==> config.mk <==
export PLATFORM = sky130hd
export DESIGN_NAME = stepper_step_sequencer
export DESIGN_NICKNAME = d
export VERILOG_FILES = /design/src/rtl/stp_pkg.sv /design/src/rtl/stp_cfg_regs.sv /design/src/rtl/stp_core.sv /design/src/rtl/stepper_step_sequencer.sv
export SDC_FILE = /design/constraint.sdc
export NUM_CORES = 1
export LEC_CHECK = 0
export BUFFER_PORTS_ARGS = -buffer_cell sky130_fd_sc_hd__buf_2
export CAP_MARGIN = 20
export CELL_PAD_IN_SITES_DETAIL_PLACEMENT = 0
export CELL_PAD_IN_SITES_GLOBAL_PLACEMENT = 1
export CORE_ASPECT_RATIO = 0.7
export CORE_MARGIN = 2
export CORE_UTILIZATION = 47
export DETAILED_ROUTE_END_ITERATION = 10
export GPL_ROUTABILITY_DRIVEN = 0
export MAX_ROUTING_LAYER = met4
export PLACE_DENSITY_LB_ADDON = 0.1
export SYNTH_ARGS = -nofsm -noshare
export SYNTH_HDL_FRONTEND = slang
export SYNTH_SLANG_ARGS = --single-unit
==> constraint.sdc <==
create_clock -name i_clk -period 4.9 [get_ports i_clk]
set_input_delay 1.47 -clock i_clk [delete_from_list [all_inputs] [get_ports i_clk]]
set_output_delay 1.47 -clock i_clk [all_outputs]
set_load 0.005 [all_outputs]
==> src/rtl/stp_pkg.sv <==
`timescale 1ns / 1ps
`default_nettype none

package stp_pkg;

    localparam int POSITION_BITS_DEF = 16;
    localparam int PERIOD_BITS_DEF   = 24;

    localparam int STEP_PERIOD_RESET = 1500;
    localparam int REV_STEPS_RESET   = 16000;

    localparam int ACTION_BITS    = 3;
    localparam int CFG_INDEX_BITS = 1;

    // configuration register indexes
    localparam logic [CFG_INDEX_BITS-1:0] CFG_STEP_PERIOD = 1'b0;
    localparam logic [CFG_INDEX_BITS-1:0] CFG_REV_STEPS   = 1'b1;

    typedef enum logic [ACTION_BITS-1:0] {
        ACT_TICK       = 3'd0,
        ACT_ROTATE     = 3'd1,
        ACT_CONTINUOUS = 3'd2,
        ACT_STOP_CONT  = 3'd3,
        ACT_RASTER     = 3'd4,
        ACT_HOME       = 3'd5,
        ACT_SINGLE     = 3'd6,
        ACT_SET_DIR    = 3'd7
    } t_action;

    typedef struct packed {
        logic rotate;
        logic continuous;
        logic raster;
        logic home;
    } t_modes;

endpackage

`default_nettype wire

==> src/rtl/stp_cfg_regs.sv <==
`timescale 1ns / 1ps
`default_nettype none

module stp_cfg_regs #(
    parameter int POSITION_BITS = stp_pkg::POSITION_BITS_DEF,
    parameter int PERIOD_BITS   = stp_pkg::PERIOD_BITS_DEF,
    parameter int CFG_BITS      = (PERIOD_BITS > POSITION_BITS) ? PERIOD_BITS : POSITION_BITS
) (
    input  wire logic                                i_clk,
    input  wire logic                                i_rst_n,
    input  wire logic                                i_cfg_we,
    input  wire logic [stp_pkg::CFG_INDEX_BITS-1:0]  i_cfg_index,
    input  wire logic [CFG_BITS-1:0]                 i_cfg_wdata,
    output logic      [PERIOD_BITS-1:0]              o_step_period,
    output logic      [POSITION_BITS-1:0]            o_rev_steps
);

    logic [PERIOD_BITS-1:0]   r_step_period;
    logic [POSITION_BITS-1:0] r_rev_steps;

    always_ff @(posedge i_clk) begin
        if (!i_rst_n) begin
            r_step_period <= PERIOD_BITS'(stp_pkg::STEP_PERIOD_RESET);
            r_rev_steps   <= POSITION_BITS'(stp_pkg::REV_STEPS_RESET);
        end else if (i_cfg_we) begin
            unique case (i_cfg_index)
                stp_pkg::CFG_STEP_PERIOD: begin
                    r_step_period <= i_cfg_wdata[PERIOD_BITS-1:0];
                end
                stp_pkg::CFG_REV_STEPS: begin
                    r_rev_steps <= i_cfg_wdata[POSITION_BITS-1:0];
                end
                default: begin
                end
            endcase
        end
    end

    assign o_step_period = r_step_period;
    assign o_rev_steps   = r_rev_steps;

endmodule

`default_nettype wire

==> src/rtl/stp_core.sv <==
`timescale 1ns / 1ps
`default_nettype none

module stp_core #(
    parameter int POSITION_BITS = stp_pkg::POSITION_BITS_DEF,
    parameter int PERIOD_BITS   = stp_pkg::PERIOD_BITS_DEF
) (
    input  wire logic                      i_clk,
    input  wire logic                      i_rst_n,
    input  wire logic                      i_advance,
    input  wire stp_pkg::t_action          i_action,
    input  wire logic [POSITION_BITS-1:0]  i_target,
    input  wire logic [POSITION_BITS-1:0]  i_span,
    input  wire logic                      i_dir_value,
    input  wire logic                      i_home_sensor,
    input  wire logic [PERIOD_BITS-1:0]    i_step_period,
    input  wire logic [POSITION_BITS-1:0]  i_rev_steps,
    output logic                           o_pulse,
    output logic                           o_dir,
    output logic      [POSITION_BITS-1:0]  o_pos,
    output stp_pkg::t_modes                o_modes
);

    localparam int OFF_BITS = POSITION_BITS + 1;

    logic [POSITION_BITS-1:0] r_pos, n_pos;
    logic [PERIOD_BITS-1:0]   r_elapsed, n_elapsed;
    logic                     r_dir, n_dir;
    stp_pkg::t_modes          r_modes, n_modes;
    logic [OFF_BITS-1:0]      r_home_steps, n_home_steps;
    logic [OFF_BITS-1:0]      r_offset, n_offset;
    logic [POSITION_BITS-1:0] r_target, n_target;
    logic [POSITION_BITS-1:0] r_span, n_span;
    logic                     n_pulse;

    logic [PERIOD_BITS-1:0]   w_elapsed_inc;
    logic                     w_due;
    logic [POSITION_BITS-1:0] w_pos_inc;
    logic [POSITION_BITS-1:0] w_fwd;
    logic [POSITION_BITS-1:0] w_bwd;
    logic [POSITION_BITS-1:0] w_raster_pos;
    logic [OFF_BITS-1:0]      w_off_next;
    logic [OFF_BITS:0]        w_off_ext;
    logic [OFF_BITS:0]        w_off_neg;
    logic [OFF_BITS:0]        w_half;
    logic                     w_raster_dir;
    logic                     w_home_done;

    // timer saturates at full scale
    assign w_elapsed_inc = (r_elapsed == '1) ? r_elapsed : r_elapsed + 1'b1;
    assign w_due         = (w_elapsed_inc >= i_step_period);

    assign w_pos_inc = r_pos + 1'b1;
    assign w_fwd     = (w_pos_inc >= i_rev_steps) ? '0 : w_pos_inc;
    assign w_bwd     = (r_pos == '0 || r_pos > i_rev_steps)
                     ? ((i_rev_steps == '0) ? '0 : i_rev_steps - 1'b1)
                     : r_pos - 1'b1;

    // raster: move, then reverse once the signed offset reaches half the span
    assign w_raster_pos = r_dir ? w_bwd : w_fwd;
    assign w_off_next   = r_dir ? r_offset - 1'b1 : r_offset + 1'b1;
    assign w_off_ext    = {w_off_next[OFF_BITS-1], w_off_next};
    assign w_off_neg    = '0 - w_off_ext;
    assign w_half       = {3'b000, r_span[POSITION_BITS-1:1]};
    assign w_raster_dir = ($signed(w_off_ext) >= $signed(w_half)) ? 1'b1
                        : ($signed(w_off_neg) >= $signed(w_half)) ? 1'b0
                        : r_dir;

    assign w_home_done = i_home_sensor || (r_home_steps > {1'b0, i_rev_steps});

    always_comb begin
        n_pos        = r_pos;
        n_elapsed    = r_elapsed;
        n_dir        = r_dir;
        n_modes      = r_modes;
        n_home_steps = r_home_steps;
        n_offset     = r_offset;
        n_target     = r_target;
        n_span       = r_span;
        n_pulse      = 1'b0;
        unique case (i_action)
            stp_pkg::ACT_TICK: begin
                n_elapsed = w_elapsed_inc;
                if (w_due) begin
                    priority if (r_modes.home) begin
                        if (w_home_done) begin
                            n_modes.home = 1'b0;
                            n_home_steps = '0;
                            n_pos        = '0;
                        end else begin
                            n_pulse      = 1'b1;
                            n_pos        = w_fwd;
                            n_elapsed    = '0;
                            if (r_home_steps != '1) begin
                                n_home_steps = r_home_steps + 1'b1;
                            end
                        end
                    end else if (r_modes.raster) begin
                        n_pulse   = 1'b1;
                        n_pos     = w_raster_pos;
                        n_offset  = w_off_next;
                        n_elapsed = '0;
                        n_dir     = w_raster_dir;
                    end else if (r_modes.rotate) begin
                        n_pulse   = 1'b1;
                        n_pos     = w_fwd;
                        n_elapsed = '0;
                        if (w_fwd == r_target) begin
                            n_modes.rotate = 1'b0;
                        end
                    end else if (r_modes.continuous) begin
                        n_pulse   = 1'b1;
                        n_pos     = w_fwd;
                        n_elapsed = '0;
                    end else begin
                    end
                end
            end
            stp_pkg::ACT_ROTATE: begin
                n_target       = i_target;
                n_modes.rotate = 1'b1;
                n_elapsed      = '0;
            end
            stp_pkg::ACT_CONTINUOUS: begin
                n_modes.continuous = 1'b1;
                n_elapsed          = '0;
            end
            stp_pkg::ACT_STOP_CONT: begin
                n_modes.continuous = 1'b0;
            end
            stp_pkg::ACT_RASTER: begin
                n_span         = i_span;
                n_offset       = '0;
                n_modes.raster = 1'b1;
                n_elapsed      = '0;
            end
            stp_pkg::ACT_HOME: begin
                n_modes.home = 1'b1;
                n_elapsed    = '0;
            end
            stp_pkg::ACT_SINGLE: begin
                if (!r_modes.raster) begin
                    n_pulse = 1'b1;
                    n_pos   = w_fwd;
                end
            end
            stp_pkg::ACT_SET_DIR: begin
                n_dir = i_dir_value;
            end
        endcase
    end

    always_ff @(posedge i_clk) begin
        if (!i_rst_n) begin
            r_pos        <= '0;
            r_elapsed    <= '0;
            r_dir        <= 1'b0;
            r_modes      <= '0;
            r_home_steps <= '0;
            r_offset     <= '0;
            r_target     <= '0;
            r_span       <= '0;
        end else if (i_advance) begin
            r_pos        <= n_pos;
            r_elapsed    <= n_elapsed;
            r_dir        <= n_dir;
            r_modes      <= n_modes;
            r_home_steps <= n_home_steps;
            r_offset     <= n_offset;
            r_target     <= n_target;
            r_span       <= n_span;
        end
    end

    assign o_pulse = n_pulse;
    assign o_dir   = n_dir;
    assign o_pos   = n_pos;
    assign o_modes = n_modes;

endmodule

`default_nettype wire

==> src/rtl/stepper_step_sequencer.sv <==
// Stepper step-pulse sequencer.
// Input stream (i_s_*): one request per microsecond tick or command. tuser carries
// the action code; tdata carries target, raster span, direction value and the home
// sensor level. Output stream (o_m_*): one result per request with the step pulse,
// direction pin, position and the four mode flags.
// Configuration: i_cfg_we writes step_period (index 0) or the revolution length
// (index 1) at the clock edge; write only while no request is in flight.
// A request waits in the input register until the output side is free; then its
// result is registered. Throughput: one request per cycle while results are taken;
// the step state is read and rewritten as a request moves to the result register.
// Reset (i_rst_n low, synchronous): clears position, timer, direction and modes,
// loads step_period 1500 and a revolution of 16000 steps, and empties both stages.
// Stall: with i_m_tready low the result holds; the block takes one more request
// into its input register and then drops o_s_tready until the result is taken.
`timescale 1ns / 1ps
`default_nettype none

module stepper_step_sequencer #(
    parameter int POSITION_BITS = stp_pkg::POSITION_BITS_DEF,
    parameter int PERIOD_BITS   = stp_pkg::PERIOD_BITS_DEF,
    parameter int CFG_BITS      = (PERIOD_BITS > POSITION_BITS) ? PERIOD_BITS : POSITION_BITS,
    parameter int IN_W          = ((2 * POSITION_BITS + 2 + 7) / 8) * 8,
    parameter int OUT_W         = ((POSITION_BITS + 6 + 7) / 8) * 8
) (
    input  wire logic                                i_clk,
    input  wire logic                                i_rst_n,
    input  wire logic                                i_s_tvalid,
    output logic                                     o_s_tready,
    // target_steps, raster_span_steps, direction_value, home_sensor, zero pad
    input  wire logic [IN_W-1:0]                     i_s_tdata,
    // action
    input  wire logic [stp_pkg::ACTION_BITS-1:0]     i_s_tuser,
    output logic                                     o_m_tvalid,
    input  wire logic                                i_m_tready,
    // step_pulse, direction_out, position, rotating, continuous, rastering,
    // homing, zero pad
    output logic      [OUT_W-1:0]                    o_m_tdata,
    input  wire logic                                i_cfg_we,
    input  wire logic [stp_pkg::CFG_INDEX_BITS-1:0]  i_cfg_index,
    input  wire logic [CFG_BITS-1:0]                 i_cfg_wdata
);

    localparam int P = POSITION_BITS;

    logic                             r_in_valid;
    logic [stp_pkg::ACTION_BITS-1:0]  r_in_action;
    logic [P-1:0]                     r_in_target;
    logic [P-1:0]                     r_in_span;
    logic                             r_in_dir;
    logic                             r_in_home;
    logic                             r_out_valid;
    logic [OUT_W-1:0]                 r_out_data;
    logic [OUT_W-1:0]                 n_out_data;

    logic                             w_advance;
    logic                             w_accept;
    logic [PERIOD_BITS-1:0]           w_step_period;
    logic [P-1:0]                     w_rev_steps;
    logic                             w_pulse;
    logic                             w_dir;
    logic [P-1:0]                     w_pos;
    stp_pkg::t_modes                  w_modes;

    assign w_advance  = r_in_valid && (!r_out_valid || i_m_tready);
    assign o_s_tready = !r_in_valid || w_advance;
    assign w_accept   = i_s_tvalid && o_s_tready;

    stp_cfg_regs #(
        .POSITION_BITS (POSITION_BITS),
        .PERIOD_BITS   (PERIOD_BITS),
        .CFG_BITS      (CFG_BITS)
    ) u_cfg (
        .i_clk         (i_clk),
        .i_rst_n       (i_rst_n),
        .i_cfg_we      (i_cfg_we),
        .i_cfg_index   (i_cfg_index),
        .i_cfg_wdata   (i_cfg_wdata),
        .o_step_period (w_step_period),
        .o_rev_steps   (w_rev_steps)
    );

    stp_core #(
        .POSITION_BITS (POSITION_BITS),
        .PERIOD_BITS   (PERIOD_BITS)
    ) u_core (
        .i_clk         (i_clk),
        .i_rst_n       (i_rst_n),
        .i_advance     (w_advance),
        .i_action      (stp_pkg::t_action'(r_in_action)),
        .i_target      (r_in_target),
        .i_span        (r_in_span),
        .i_dir_value   (r_in_dir),
        .i_home_sensor (r_in_home),
        .i_step_period (w_step_period),
        .i_rev_steps   (w_rev_steps),
        .o_pulse       (w_pulse),
        .o_dir         (w_dir),
        .o_pos         (w_pos),
        .o_modes       (w_modes)
    );

    always_comb begin
        n_out_data          = '0;
        n_out_data[0]       = w_pulse;
        n_out_data[1]       = w_dir;
        n_out_data[P+1:2]   = w_pos;
        n_out_data[P+2]     = w_modes.rotate;
        n_out_data[P+3]     = w_modes.continuous;
        n_out_data[P+4]     = w_modes.raster;
        n_out_data[P+5]     = w_modes.home;
    end

    always_ff @(posedge i_clk) begin
        if (!i_rst_n) begin
            r_in_valid  <= 1'b0;
            r_out_valid <= 1'b0;
        end else begin
            if (w_accept) begin
                r_in_valid <= 1'b1;
            end else if (w_advance) begin
                r_in_valid <= 1'b0;
            end
            if (w_advance) begin
                r_out_valid <= 1'b1;
            end else if (i_m_tready) begin
                r_out_valid <= 1'b0;
            end
        end
    end

    always_ff @(posedge i_clk) begin
        if (w_accept) begin
            r_in_action <= i_s_tuser;
            r_in_target <= i_s_tdata[P-1:0];
            r_in_span   <= i_s_tdata[2*P-1:P];
            r_in_dir    <= i_s_tdata[2*P];
            r_in_home   <= i_s_tdata[2*P+1];
        end
        if (w_advance) begin
            r_out_data <= n_out_data;
        end
    end

    assign o_m_tvalid = r_out_valid;
    assign o_m_tdata  = r_out_data;

endmodule

`default_nettype wire

; ---- After elaboration in Yosys (flattened, before gate mapping)
; Cells that the tools add are included.
[word_totals]
register_bits = 212
out_inout_bits = 26
wordCells = 129
[op_classes]
add_sub_neg = 8
magnitude_cmp = 6
n_eq_ne = 13
muxes = 56
bitwise = 1
n_reduce_logical = 24
[ops]
columns = op, n
row1 = $mux W16, 11
row2 = $mux W24, 7
row3 = $mux W17, 6
row4 = $pmux W24 S2, 1
row5 = $add A17 B1 Y17 const B, 2
row6 = $pmux W17 S2, 1
row7 = $logic_not A16 Y1, 2
row8 = $pmux W16 S2, 1
row9 = $sub A16 B1 Y16 const B, 2
row10 = $add A24 B1 Y24 const B, 1
row11 = $eq A24 B24 Y1 const B, 1
row12 = $ge A24 B24 Y1, 1
row13 = $mux W1, 24
row14 = $ge A18 B16 Y1, 1
row15 = $sub A1 B17 Y18 const A, 1
row16 = $ge A17 B16 Y1, 1
row17 = $gt A17 B16 Y1, 1
row18 = $ne A17 B17 Y1 const B, 1
row19 = $sub A17 B1 Y17 const B, 1
row20 = $add A16 B1 Y16 const B, 1
row21 = $eq A16 B16 Y1, 1
row22 = $ge A16 B16 Y1, 1
row23 = $gt A16 B16 Y1, 1
row24 = $eq A3 B3 Y1 const B, 4
row25 = other kinds (14), 34

; ---- Logic depth before layout (Yosys ltp)
; Gate-level depths: netlist of run 1.
[depth]
word_depth = 10
mapped_depth = 20

; ---- Modules after synthesis
; A second synthesis of run 1 with hierarchy kept.
[hier_totals]
hier_cells = 1682
area_unflattened_um2 = 14257.4
[modules_own_cells]
columns = mod, instances, cells_per_inst, area_each_um2, seq_area_each_um2
row1 = stp_core, 1, 1438, 10765.3, 2202.1
row2 = stepper_step_sequencer, 1, 71, 1894.3, 1811.7
row3 = stp_cfg_regs, 1, 173, 1597.8, 800.8

; ---- Worst setup path before layout of run 1
; No wires, ideal clock.
[synth_path]
path_kind = register to register
start = register u_core.r_elapsed[3]
end = register r_out_data[11], in the netlist o_m_tdata[11] (data pin)
t_arrival_ns = 3.985
required_time_ns = 4.639
path_slack_ns = 0.654
path_stages_with_launch = 19
path_buffers = 1
synth_period_minus_slack_ns = 4.246
path_cell_list = dfxtp_1 > and4_1 > and4_1 > o2111a_1 > and4_1 > clkbuf_1 > nand3_1 > or2_2 > xnor2_1 > ha_1 > a21oi_1 > o21ai_0 > a211o_1 > nor2_1 > a21oi_1 > nand2_1 > o21ai_0 > a21o_1 > a221o_1
[synth_between]
elab_chain_len = 5
[synth_lines]
columns = item, line_no
row1 = "start, declared", stp_core.sv:27  ; logic [PERIOD_BITS-1:0] r_elapsed, n_elapsed;
row2 = "start signal, assigned", stp_core.sv:165  ; r_elapsed <= n_elapsed;
row3 = $add A24 B1 Y24 or $eq A24 B24 Y1 (tied branches), stp_core.sv:50  ; assign w_elapsed_inc = (r_elapsed == '1) ? r_elapsed : r_elapsed + 1'b1;
row4 = $mux W24 (*), stp_core.sv:50
row5 = $ge A24 B24 Y1 (*), stp_core.sv:51  ; assign w_due = (w_elapsed_inc >= i_step_period);
row6 = $mux W16 (*), stp_core.sv:84  ; if (w_due) begin
row7 = $pmux W16 S2 (*), stp_core.sv:81  ; unique case (i_action)
row8 = net u_core.o_pos[9], stp_core.sv:20  ; output logic [POSITION_BITS-1:0] o_pos,
row9 = "end signal, assigned", stepper_step_sequencer.sv:140  ; r_out_data <= n_out_data;
row10 = "end, declared", stepper_step_sequencer.sv:52  ; logic [OUT_W-1:0] r_out_data;
; The timed path passes the listed nets; every way through them passes the cells marked *.
; A chain may end at the register's enable or synchronous reset.

==> summary.txt, run 1 <==
SETUP PATH
-------------------------------------------------------------------------------------
Largest stage delay on the critical path ...............................      0.53 ns
Slowest stage cell on the critical path ................................        or3_1
Worst Setup SP ......................................................... u_core.r_pos[0]
RR Endpoint ............................................................ o_m_tdata[18]
R2R Setup Slk ..........................................................      0.29 ns
CP Data Arrival Time ...................................................      4.89 ns
Number of stages on the worst setup path ...............................           15
Critical path type ..................................................... register to register
Number of buffer and inverter stages on the critical path ..............            1
Largest fanout of any net on the critical path .........................            5
Worst flop-to-flop path startpoint ..................................... u_core.r_pos[0]
Sequence of cells on the critical path ................................. ha_1 > nand3_1 > or3_1 > nor3_2 > xnor2_1 > inv_1 > ha_1 > nand4_1 > a211oi_1 > o21ai_0 > o211ai_1 > a32oi_1 > a2111oi_0 > o2111ai_1 > o31a_1
Termination of the worst setup path .................................... o_m_tdata[18]
Endpoint required time on the critical path ............................      5.18 ns
R2R cell count .........................................................           15
Kind of end point of the critical path .................................     register
Most repeated library cell on the critical path ........................         ha_1
Kind of cell with the highest combined delay on the critical path ...... compound AO/OA/AOI/OAI gates
Kind of start point of the critical path ...............................     register

POWER AND IR DROP
-------------------------------------------------------------------------------------
Int Power ..............................................................      3.26 mW
Static Leakage .........................................................      6.50 nW
Maximum ir drop on the vdd rail ........................................       310 µV
Total power per unit cell area .........................................   284 mW/mm²
Portion of total power attributed to combinational logic ...............        0.170
Clock network fraction of total power ..................................        0.409
Power Total ............................................................      4.53 mW
Switching power ........................................................      1.26 mW
Switching portion of total power .......................................        0.279
Sequential share of power ..............................................        0.421

ROUTE
-------------------------------------------------------------------------------------
Initial drt markers ....................................................          982
Detailed-routing iteration count for the pre-antenna-repair pass .......            6
Total via count after detailed routing .................................        12688
Total DRC errors in the routed layout ..................................            0
Detailed-route wire length per cell ....................................      19.5 µm
Number of nets with antenna violations after routing ...................            0
Post-DR vias/cell ......................................................         5.86
DRT Wirelength .........................................................     42100 µm

CLOCKING
-------------------------------------------------------------------------------------
CTS tree ...............................................................         done
H-tree depth ...........................................................            1
Worst-case clock buffer depth ..........................................            3
Number of buffers added by the clock tree synthesis step ...............           23
Root Driver ............................................................    clkbuf_16
Clock network latency to the later pin of the worst-skew pair ..........      0.54 ns
Clock-pin slew of the registers on the worst-case setup and hold paths .      0.08 ns
Sink count of the clock tree ...........................................          210
Hold-fix buffer count after cts ........................................            0

GRT
-------------------------------------------------------------------------------------
Number of antenna violations at the first check in global routing ......            0
First-pass GRT wire length .............................................     66000 µm
Number of global-route vias before repair ..............................        11880
Maximum number of pins on one net before global-route repair ...........          100
Overflow left after global routing .....................................            0
Overall global routing resource usage ..................................        0.277

FLOORPLANNING
-------------------------------------------------------------------------------------
Row Count ..............................................................           52
Core area ..............................................................   0.0291 mm²
Count of boundary I/O pins .............................................           99
Horizontal die dimension ...............................................       210 µm
Starting density of the core ...........................................        0.481
Die span in y ..........................................................       148 µm
Die footprint ..........................................................   0.0312 mm²

STA
-------------------------------------------------------------------------------------
Unrepaired setup endpoints after global routing ........................           no
Post-route setup TNS ...................................................         0 ns
Rel. slew slack ........................................................        0.278
Final period utilization ...............................................        0.941
Final WS setup .........................................................     0.289 ns
Worst hold margin ......................................................     0.454 ns
Final Slew Violations ..................................................            0
Shortest period the worst path allows ..................................      4.61 ns
Worst-case clock skew ..................................................    0.0268 ns
Count of final setup violators .........................................            0
Hold Vio Cnt, Final ....................................................            0
Tightest Pin Transition ................................................      1.08 ns
Achievable clock frequency .............................................    0.217 GHz

LOGIC SYNTHESIS
-------------------------------------------------------------------------------------
Largest area contributor in the netlist ................................      dfxtp_1
Simple-gate share of the synthesized area ..............................        0.210
Fraction of synthesized area in multiplexers ...........................       0.0115
Sequential element share of the synthesized area .......................        0.342
Top cell types by occurrence after synthesis ........................... nand2_1, a21oi_1, dfxtp_1
Combinational family with the most area after synthesis ................ simple AND/OR/NAND/NOR gates
Synthesized flop and latch total .......................................          210
Dominant cell by count in the synthesized netlist ......................      nand2_1
Share of the synthesized area in compound gates (AO/OA/AOI/OAI) ........        0.209
Netlist area before placement ..........................................   0.0140 mm²
Fraction of the mapped netlist area in adder cells .....................        0.112
Fraction of post-synthesis cell area in the top cell type by area ......        0.218
Share of the synthesized netlist area taken by xor and xnor gates ......       0.0609
Number of cells produced by synthesis ..................................         1668
Count of synthesis-stage warnings from yosys ...........................            0
Avg Inst Size Synth ....................................................     8.39 µm²
EDFF count, synth ......................................................           58
Main flop type after synthesis .........................................      dfxtp_1
Number of different library cells in the post-synthesis netlist ........          103
Synth area leaders ..................................................... dfxtp_1, edfxtp_1, ha_1
Fraction of registers with async set or reset after synthesis ..........            0

CELLS AND AREA
-------------------------------------------------------------------------------------
Antenna cells ..........................................................            0
Area added between synthesis and finish ................................        13.9%
Share of cells above drive strength 1 ..................................        0.139
Number of fillers in the final layout ..................................         2709
Final Net Count ........................................................         1968
Final Cell Area ........................................................   0.0159 mm²
Sequential cell area ...................................................  0.00479 mm²
Total area of multi-input combinational cells ..........................  0.00848 mm²

MIN PATH
-------------------------------------------------------------------------------------
Worst min-delay path class ............................................. register to register

PLACEMENT
-------------------------------------------------------------------------------------
Number of input and output port buffers inserted .......................           89
Pre-CTS setup slack ....................................................     0.144 ns
Total cell area at the placement stage .................................   0.0151 mm²
Post-DP HPWL ...........................................................     31500 µm

FLOW RUN
-------------------------------------------------------------------------------------
Max-cap violations .....................................................            0

OUTCOME
-------------------------------------------------------------------------------------
Status ................................................................. finished, final reports clean

-- final cells by class --
class / instances / share of cell area
multi-input combinational: 1272 / 0.532
timing repair buffer: 155 / 0.0624
tap: 378 / 0.0297
inverter: 108 / 0.0255
clock buffer: 31 / 0.0399
clock inverter: 10 / 0.00966
sequential: 210 / 0.300
-- cells by family (layout without fill, tap and decap cells) --
family          Yosys count  after routing
flops                   210            210
fa+ha+maj               125            125
simple gates            600            600
other cells               1              2
buf+inv                 187            304
compound gates          436            436
mux                      16             16
xor+xnor                 93             93
-- placed cells by master, fill, tap and decap left out, types with 16 or more instances in the layout --
cell type,count
nand4_1,27
a21o_1,31
buf_2,89
xnor2_1,68
nand2_1,239
clkbuf_16,23
a21oi_1,152
a31oi_1,27
a211oi_1,16
ha_1,124
dfxtp_1,151
nand3_1,62
buf_4,62
nor3_1,28
xor2_1,20
o21ai_0,46
o211ai_1,23
nor2_1,112
edfxtp_1,58
inv_1,105
-- flip-flops by register name (all words and copies together), names as in the netlist --
name                 flops
o_m_tdata               22
o_m_tvalid               1
r_in_action              3
r_in_dir                 1
r_in_home                1
r_in_span               15
r_in_target             16
r_in_valid               1
u_cfg.o_rev_steps       16
u_cfg.o_step_period     24
u_core.r_dir             1
u_core.r_elapsed        24
u_core.r_home_steps     17
u_core.r_modes           4
u_core.r_offset         17
u_core.r_pos            16
u_core.r_span           15
u_core.r_target         16
-- worst min path at each step --
stage / start / to / slack (ns) / cells past startpoint
after detailed placement: u_core.r_span[7] / u_core.r_span[7] / 0.45 / 2
final: u_core.r_span[7] / u_core.r_span[7] / 0.45 / 2
after global routing: u_core.r_offset[10] / u_core.r_offset[10] / 0.47 / 2
after global placement: u_core.r_span[7] / u_core.r_span[7] / 0.44 / 2
after CTS: u_core.r_span[7] / u_core.r_span[7] / 0.46 / 2
after floorplan: u_core.r_offset[8] / u_core.r_offset[8] / 0.44 / 2
-- through the flow --
| stage | util | cells |
|---|---|---|
| after floorplan | - | 1669 |
| after global placement | 0.518 | 2120 |
| after detailed placement | 0.518 | 2120 |
| after CTS | 0.545 | 2161 |
| after global routing | 0.548 | 2164 |
| final | 0.548 | 2164 |
-- worst register-to-register path, delay by kind of cell, from the launching register on --
kind | cells | cell delay [ns]
and+or+nand+nor | 4 | 1.16
DFF | 1 | 0.38
AOI/OAI and AO/OA | 7 | 1.90
buffers and inverters | 1 | 0.19
xor gates and xnor gates | 1 | 0.18
adders and majority gates | 2 | 0.55
-- per-layer routing --
metal / GRT usage / share of wire
met1: 0.403 / 0.50
met2: 0.376 / 0.39
met3: 0.0855 / 0.094
met4: 0.0518 / 0.017
met5: - / 0
-- power groups by stage --
stage               Clock [mW]  Sequential (mW)  Combinational [mW]
floorplan                    0             1.92               0.492
global placement             0             1.94               0.729
detailed placement           0             1.94               0.738
CTS                       1.90             1.90               0.743
global route              1.96             1.91               0.844
finish                    1.85             1.91               0.769
-- repair_timing --
item | CTS | global route
setup buffers | 0 | 0
setup endpoints to repair | 0 | 7
gates resized for setup | 0 | 6
Power figures use the tool's default switching activity.
==> inputs of run 2 (changes only) <==
- RECOVER_POWER: default -> 100
==> summary.txt, run 2 (synthesized netlist as in run 1, its figures left out) <==
CELLS AND AREA
-------------------------------------------------------------------------------------
Number of fillers in the final layout ..................................         2739   +1.1%
Most common library cell in the layout ignoring fill and taps ..........      nand2_1
Utilization after layout ...............................................        0.544   -0.00348
Final Net Count ........................................................         1968   unchanged
Area added between synthesis and finish ................................        13.1%
Most used cells in the layout excluding fill and tap cells ............. nand2_1, a21oi_1, dfxtp_1, ha_1, nor2_1
Antenna cells ..........................................................            0   unchanged
Share of cells above drive strength 1 ..................................        0.120   -0.0185
Final Cell Area ........................................................   0.0158 mm²   -0.64%

POWER AND IR DROP
-------------------------------------------------------------------------------------
Total power per unit cell area .........................................   286 mW/mm²   +0.49%
Power Total ............................................................      4.52 mW   -0.15%
Switching power ........................................................      1.26 mW   about the same
Portion of total power attributed to combinational logic ...............        0.168   -0.002
Sequential share of power ..............................................        0.422   about the same
Clock network fraction of total power ..................................        0.410   about the same
Int Power ..............................................................      3.26 mW   -0.19%
Switching portion of total power .......................................        0.279   +0.000296
Maximum ir drop on the vdd rail ........................................       310 µV   about the same
Static Leakage .........................................................      6.39 nW   -1.7%

CLOCKING
-------------------------------------------------------------------------------------
CTS tree ...............................................................         done
Number of buffers added by the clock tree synthesis step ...............           23   unchanged
Root Driver ............................................................    clkbuf_16
Worst-case clock buffer depth ..........................................            3   unchanged
Hold-fix buffer count after cts ........................................            0   unchanged
Clock-pin slew of the registers on the worst-case setup and hold paths .      0.08 ns   about the same
Sink count of the clock tree ...........................................          210   unchanged
Clock network latency to the later pin of the worst-skew pair ..........      0.54 ns   about the same
H-tree depth ...........................................................            1   unchanged

OUTCOME
-------------------------------------------------------------------------------------
Status ................................................................. finished with violations
Failing checks ......................................................... capacitance limit, slew limit

STA
-------------------------------------------------------------------------------------
Tightest Pin Transition ................................................      2.68 ns   +1.60 ns
Rel. slew slack ........................................................       -0.791   -1.07
Count of final setup violators .........................................            0   unchanged
Shortest period the worst path allows ..................................      4.63 ns   +0.0184 ns
Hold Vio Cnt, Final ....................................................            0   unchanged
Achievable clock frequency .............................................    0.216 GHz   -0.40%
Unrepaired setup endpoints after global routing ........................           no
Post-route setup TNS ...................................................         0 ns   unchanged
Final WS setup .........................................................     0.271 ns   -0.0184 ns
Final Slew Violations ..................................................           82   +82
Worst-case clock skew ..................................................    0.0283 ns   +0.00149 ns
Final period utilization ...............................................        0.945   +0.00375

SETUP PATH
-------------------------------------------------------------------------------------
Sequence of cells on the critical path ................................. buf_4 > and2_1 > nand3_1 > xnor2_1 > ha_1 > a211oi_1 > nand3_1 > o21ai_0 > and2_1 > nand2_1 > a2111oi_0 > o2111ai_1 > o31a_1
Largest fanout of any net on the critical path .........................           15   +10
Critical path type ..................................................... register to register
CP Data Arrival Time ...................................................      4.91 ns   +0.02 ns
Slowest stage cell on the critical path ................................    a2111oi_0
Largest stage delay on the critical path ...............................      0.52 ns   about the same
Kind of end point of the critical path .................................     register
Endpoint required time on the critical path ............................      5.18 ns   about the same
Kind of start point of the critical path ...............................     register

ROUTE
-------------------------------------------------------------------------------------
Initial drt markers ....................................................         1063   +8.2%
Post-DR vias/cell ......................................................         5.87   about the same
DRT Wirelength .........................................................     42300 µm   +0.30%
Total DRC errors in the routed layout ..................................            0   unchanged
Detailed-routing iteration count for the pre-antenna-repair pass .......            5   -1
Total via count after detailed routing .................................        12694   +0.047%
Number of nets with antenna violations after routing ...................            0   unchanged
Detailed-route wire length per cell ....................................      19.5 µm   +0.30%

FLOORPLANNING
-------------------------------------------------------------------------------------
Count of boundary I/O pins .............................................           99   unchanged
Core area ..............................................................   0.0291 mm²   unchanged
Starting density of the core ...........................................        0.481   unchanged
Row Count ..............................................................           52   unchanged
Horizontal die dimension ...............................................       210 µm   unchanged
Die span in y ..........................................................       148 µm   unchanged
Die footprint ..........................................................   0.0312 mm²   unchanged

GRT
-------------------------------------------------------------------------------------
First-pass GRT wire length .............................................     66000 µm   unchanged
Number of global-route vias before repair ..............................        11880   unchanged
Overflow left after global routing .....................................            0   unchanged
Overall global routing resource usage ..................................        0.277   unchanged
Number of antenna violations at the first check in global routing ......            0   unchanged
Maximum number of pins on one net before global-route repair ...........          100   unchanged

PLACEMENT
-------------------------------------------------------------------------------------
Number of input and output port buffers inserted .......................           89   unchanged
Total cell area at the placement stage .................................   0.0151 mm²   unchanged
Pre-CTS setup slack ....................................................     0.144 ns   unchanged
Post-DP HPWL ...........................................................     31500 µm   unchanged

FLOW RUN
-------------------------------------------------------------------------------------
Max-cap violations .....................................................            2   +2

MIN PATH
-------------------------------------------------------------------------------------
Worst min-delay path class ............................................. register to register

## run 2: changes by cell type in the layout (fill, tap and decap cells not counted), moves of 2 or more
cell / change
clkbuf_2: +2
and2_0: +2
buf_2: -24
buf_4: -5
clkbuf_1: +29
## run 2: final timing paths
path / start / end / slack, ns / cells after the start
setup reg to reg: u_core.r_pos[0] / o_m_tdata[18] / 0.27 / 13
hold reg to reg: u_core.r_span[7] / u_core.r_span[7] / 0.45 / 2
hold / removal: u_core.r_span[7] / u_core.r_span[7] / 0.45 / 2
setup / recovery: u_core.r_pos[0] / o_m_tdata[18] / 0.27 / 13
## run 2: metrics by stage
| stage | cells | hold WS (ns) |
|---|---|---|
| 6_report | 2164 | 0.454 |
| 5_1_grt | 2164 | 0.473 |
| 4_1_cts | 2161 | 0.456 |
| 3_5_place_dp | 2120 | 0.448 |
| 3_3_place_gp | 2120 | 0.444 |
| 2_1_floorplan | 1669 | 0.436 |
## run 2: layer usage
metal | global-route usage | wire (µm)
met1 | 0.403 | 21100
met2 | 0.376 | 16600
met3 | 0.0855 | 3960
met4 | 0.0518 | 637
met5 | - | 0
## run 2: repair_timing
item | CTS | global route
buffers inserted | 0 | 0
endpoints found under the setup margin | 0 | 7
gates resized for setup | 0 | 6
## run 2: area by class of cell
| type | count | area, µm² | area share |
|---|---|---|---|
| Clock inverter | 10 | 154 | 0.00972 |
| Inverter | 108 | 407 | 0.0257 |
| Sequential cell | 210 | 4790 | 0.302 |
| Tap cell | 378 | 473 | 0.0299 |
| Multi-Input combinational cell | 1272 | 8480 | 0.536 |
| Timing Repair Buffer | 155 | 896 | 0.0566 |
| Clock buffer | 31 | 636 | 0.0402 |
## run 2: power groups by stage
stage	Combinational [mW]	Clock [mW]	Sequential [mW]
finish	0.761	1.85	1.91
detailed placement	0.738	0	1.94
floorplan	0.492	0	1.92
global route	0.836	1.96	1.91
CTS	0.743	1.90	1.90
global placement	0.729	0	1.94
## run 2: critical path, delay by kind of cell, from the launching register on
family,cells,cell delay (ns)
adders and majority gates,1,0.34
xor gates and xnor gates,1,0.50
buffers and inverters,1,0.22
DFF,1,0.38
AOI/OAI and AO/OA,5,1.76
and+or+nand+nor,5,1.15
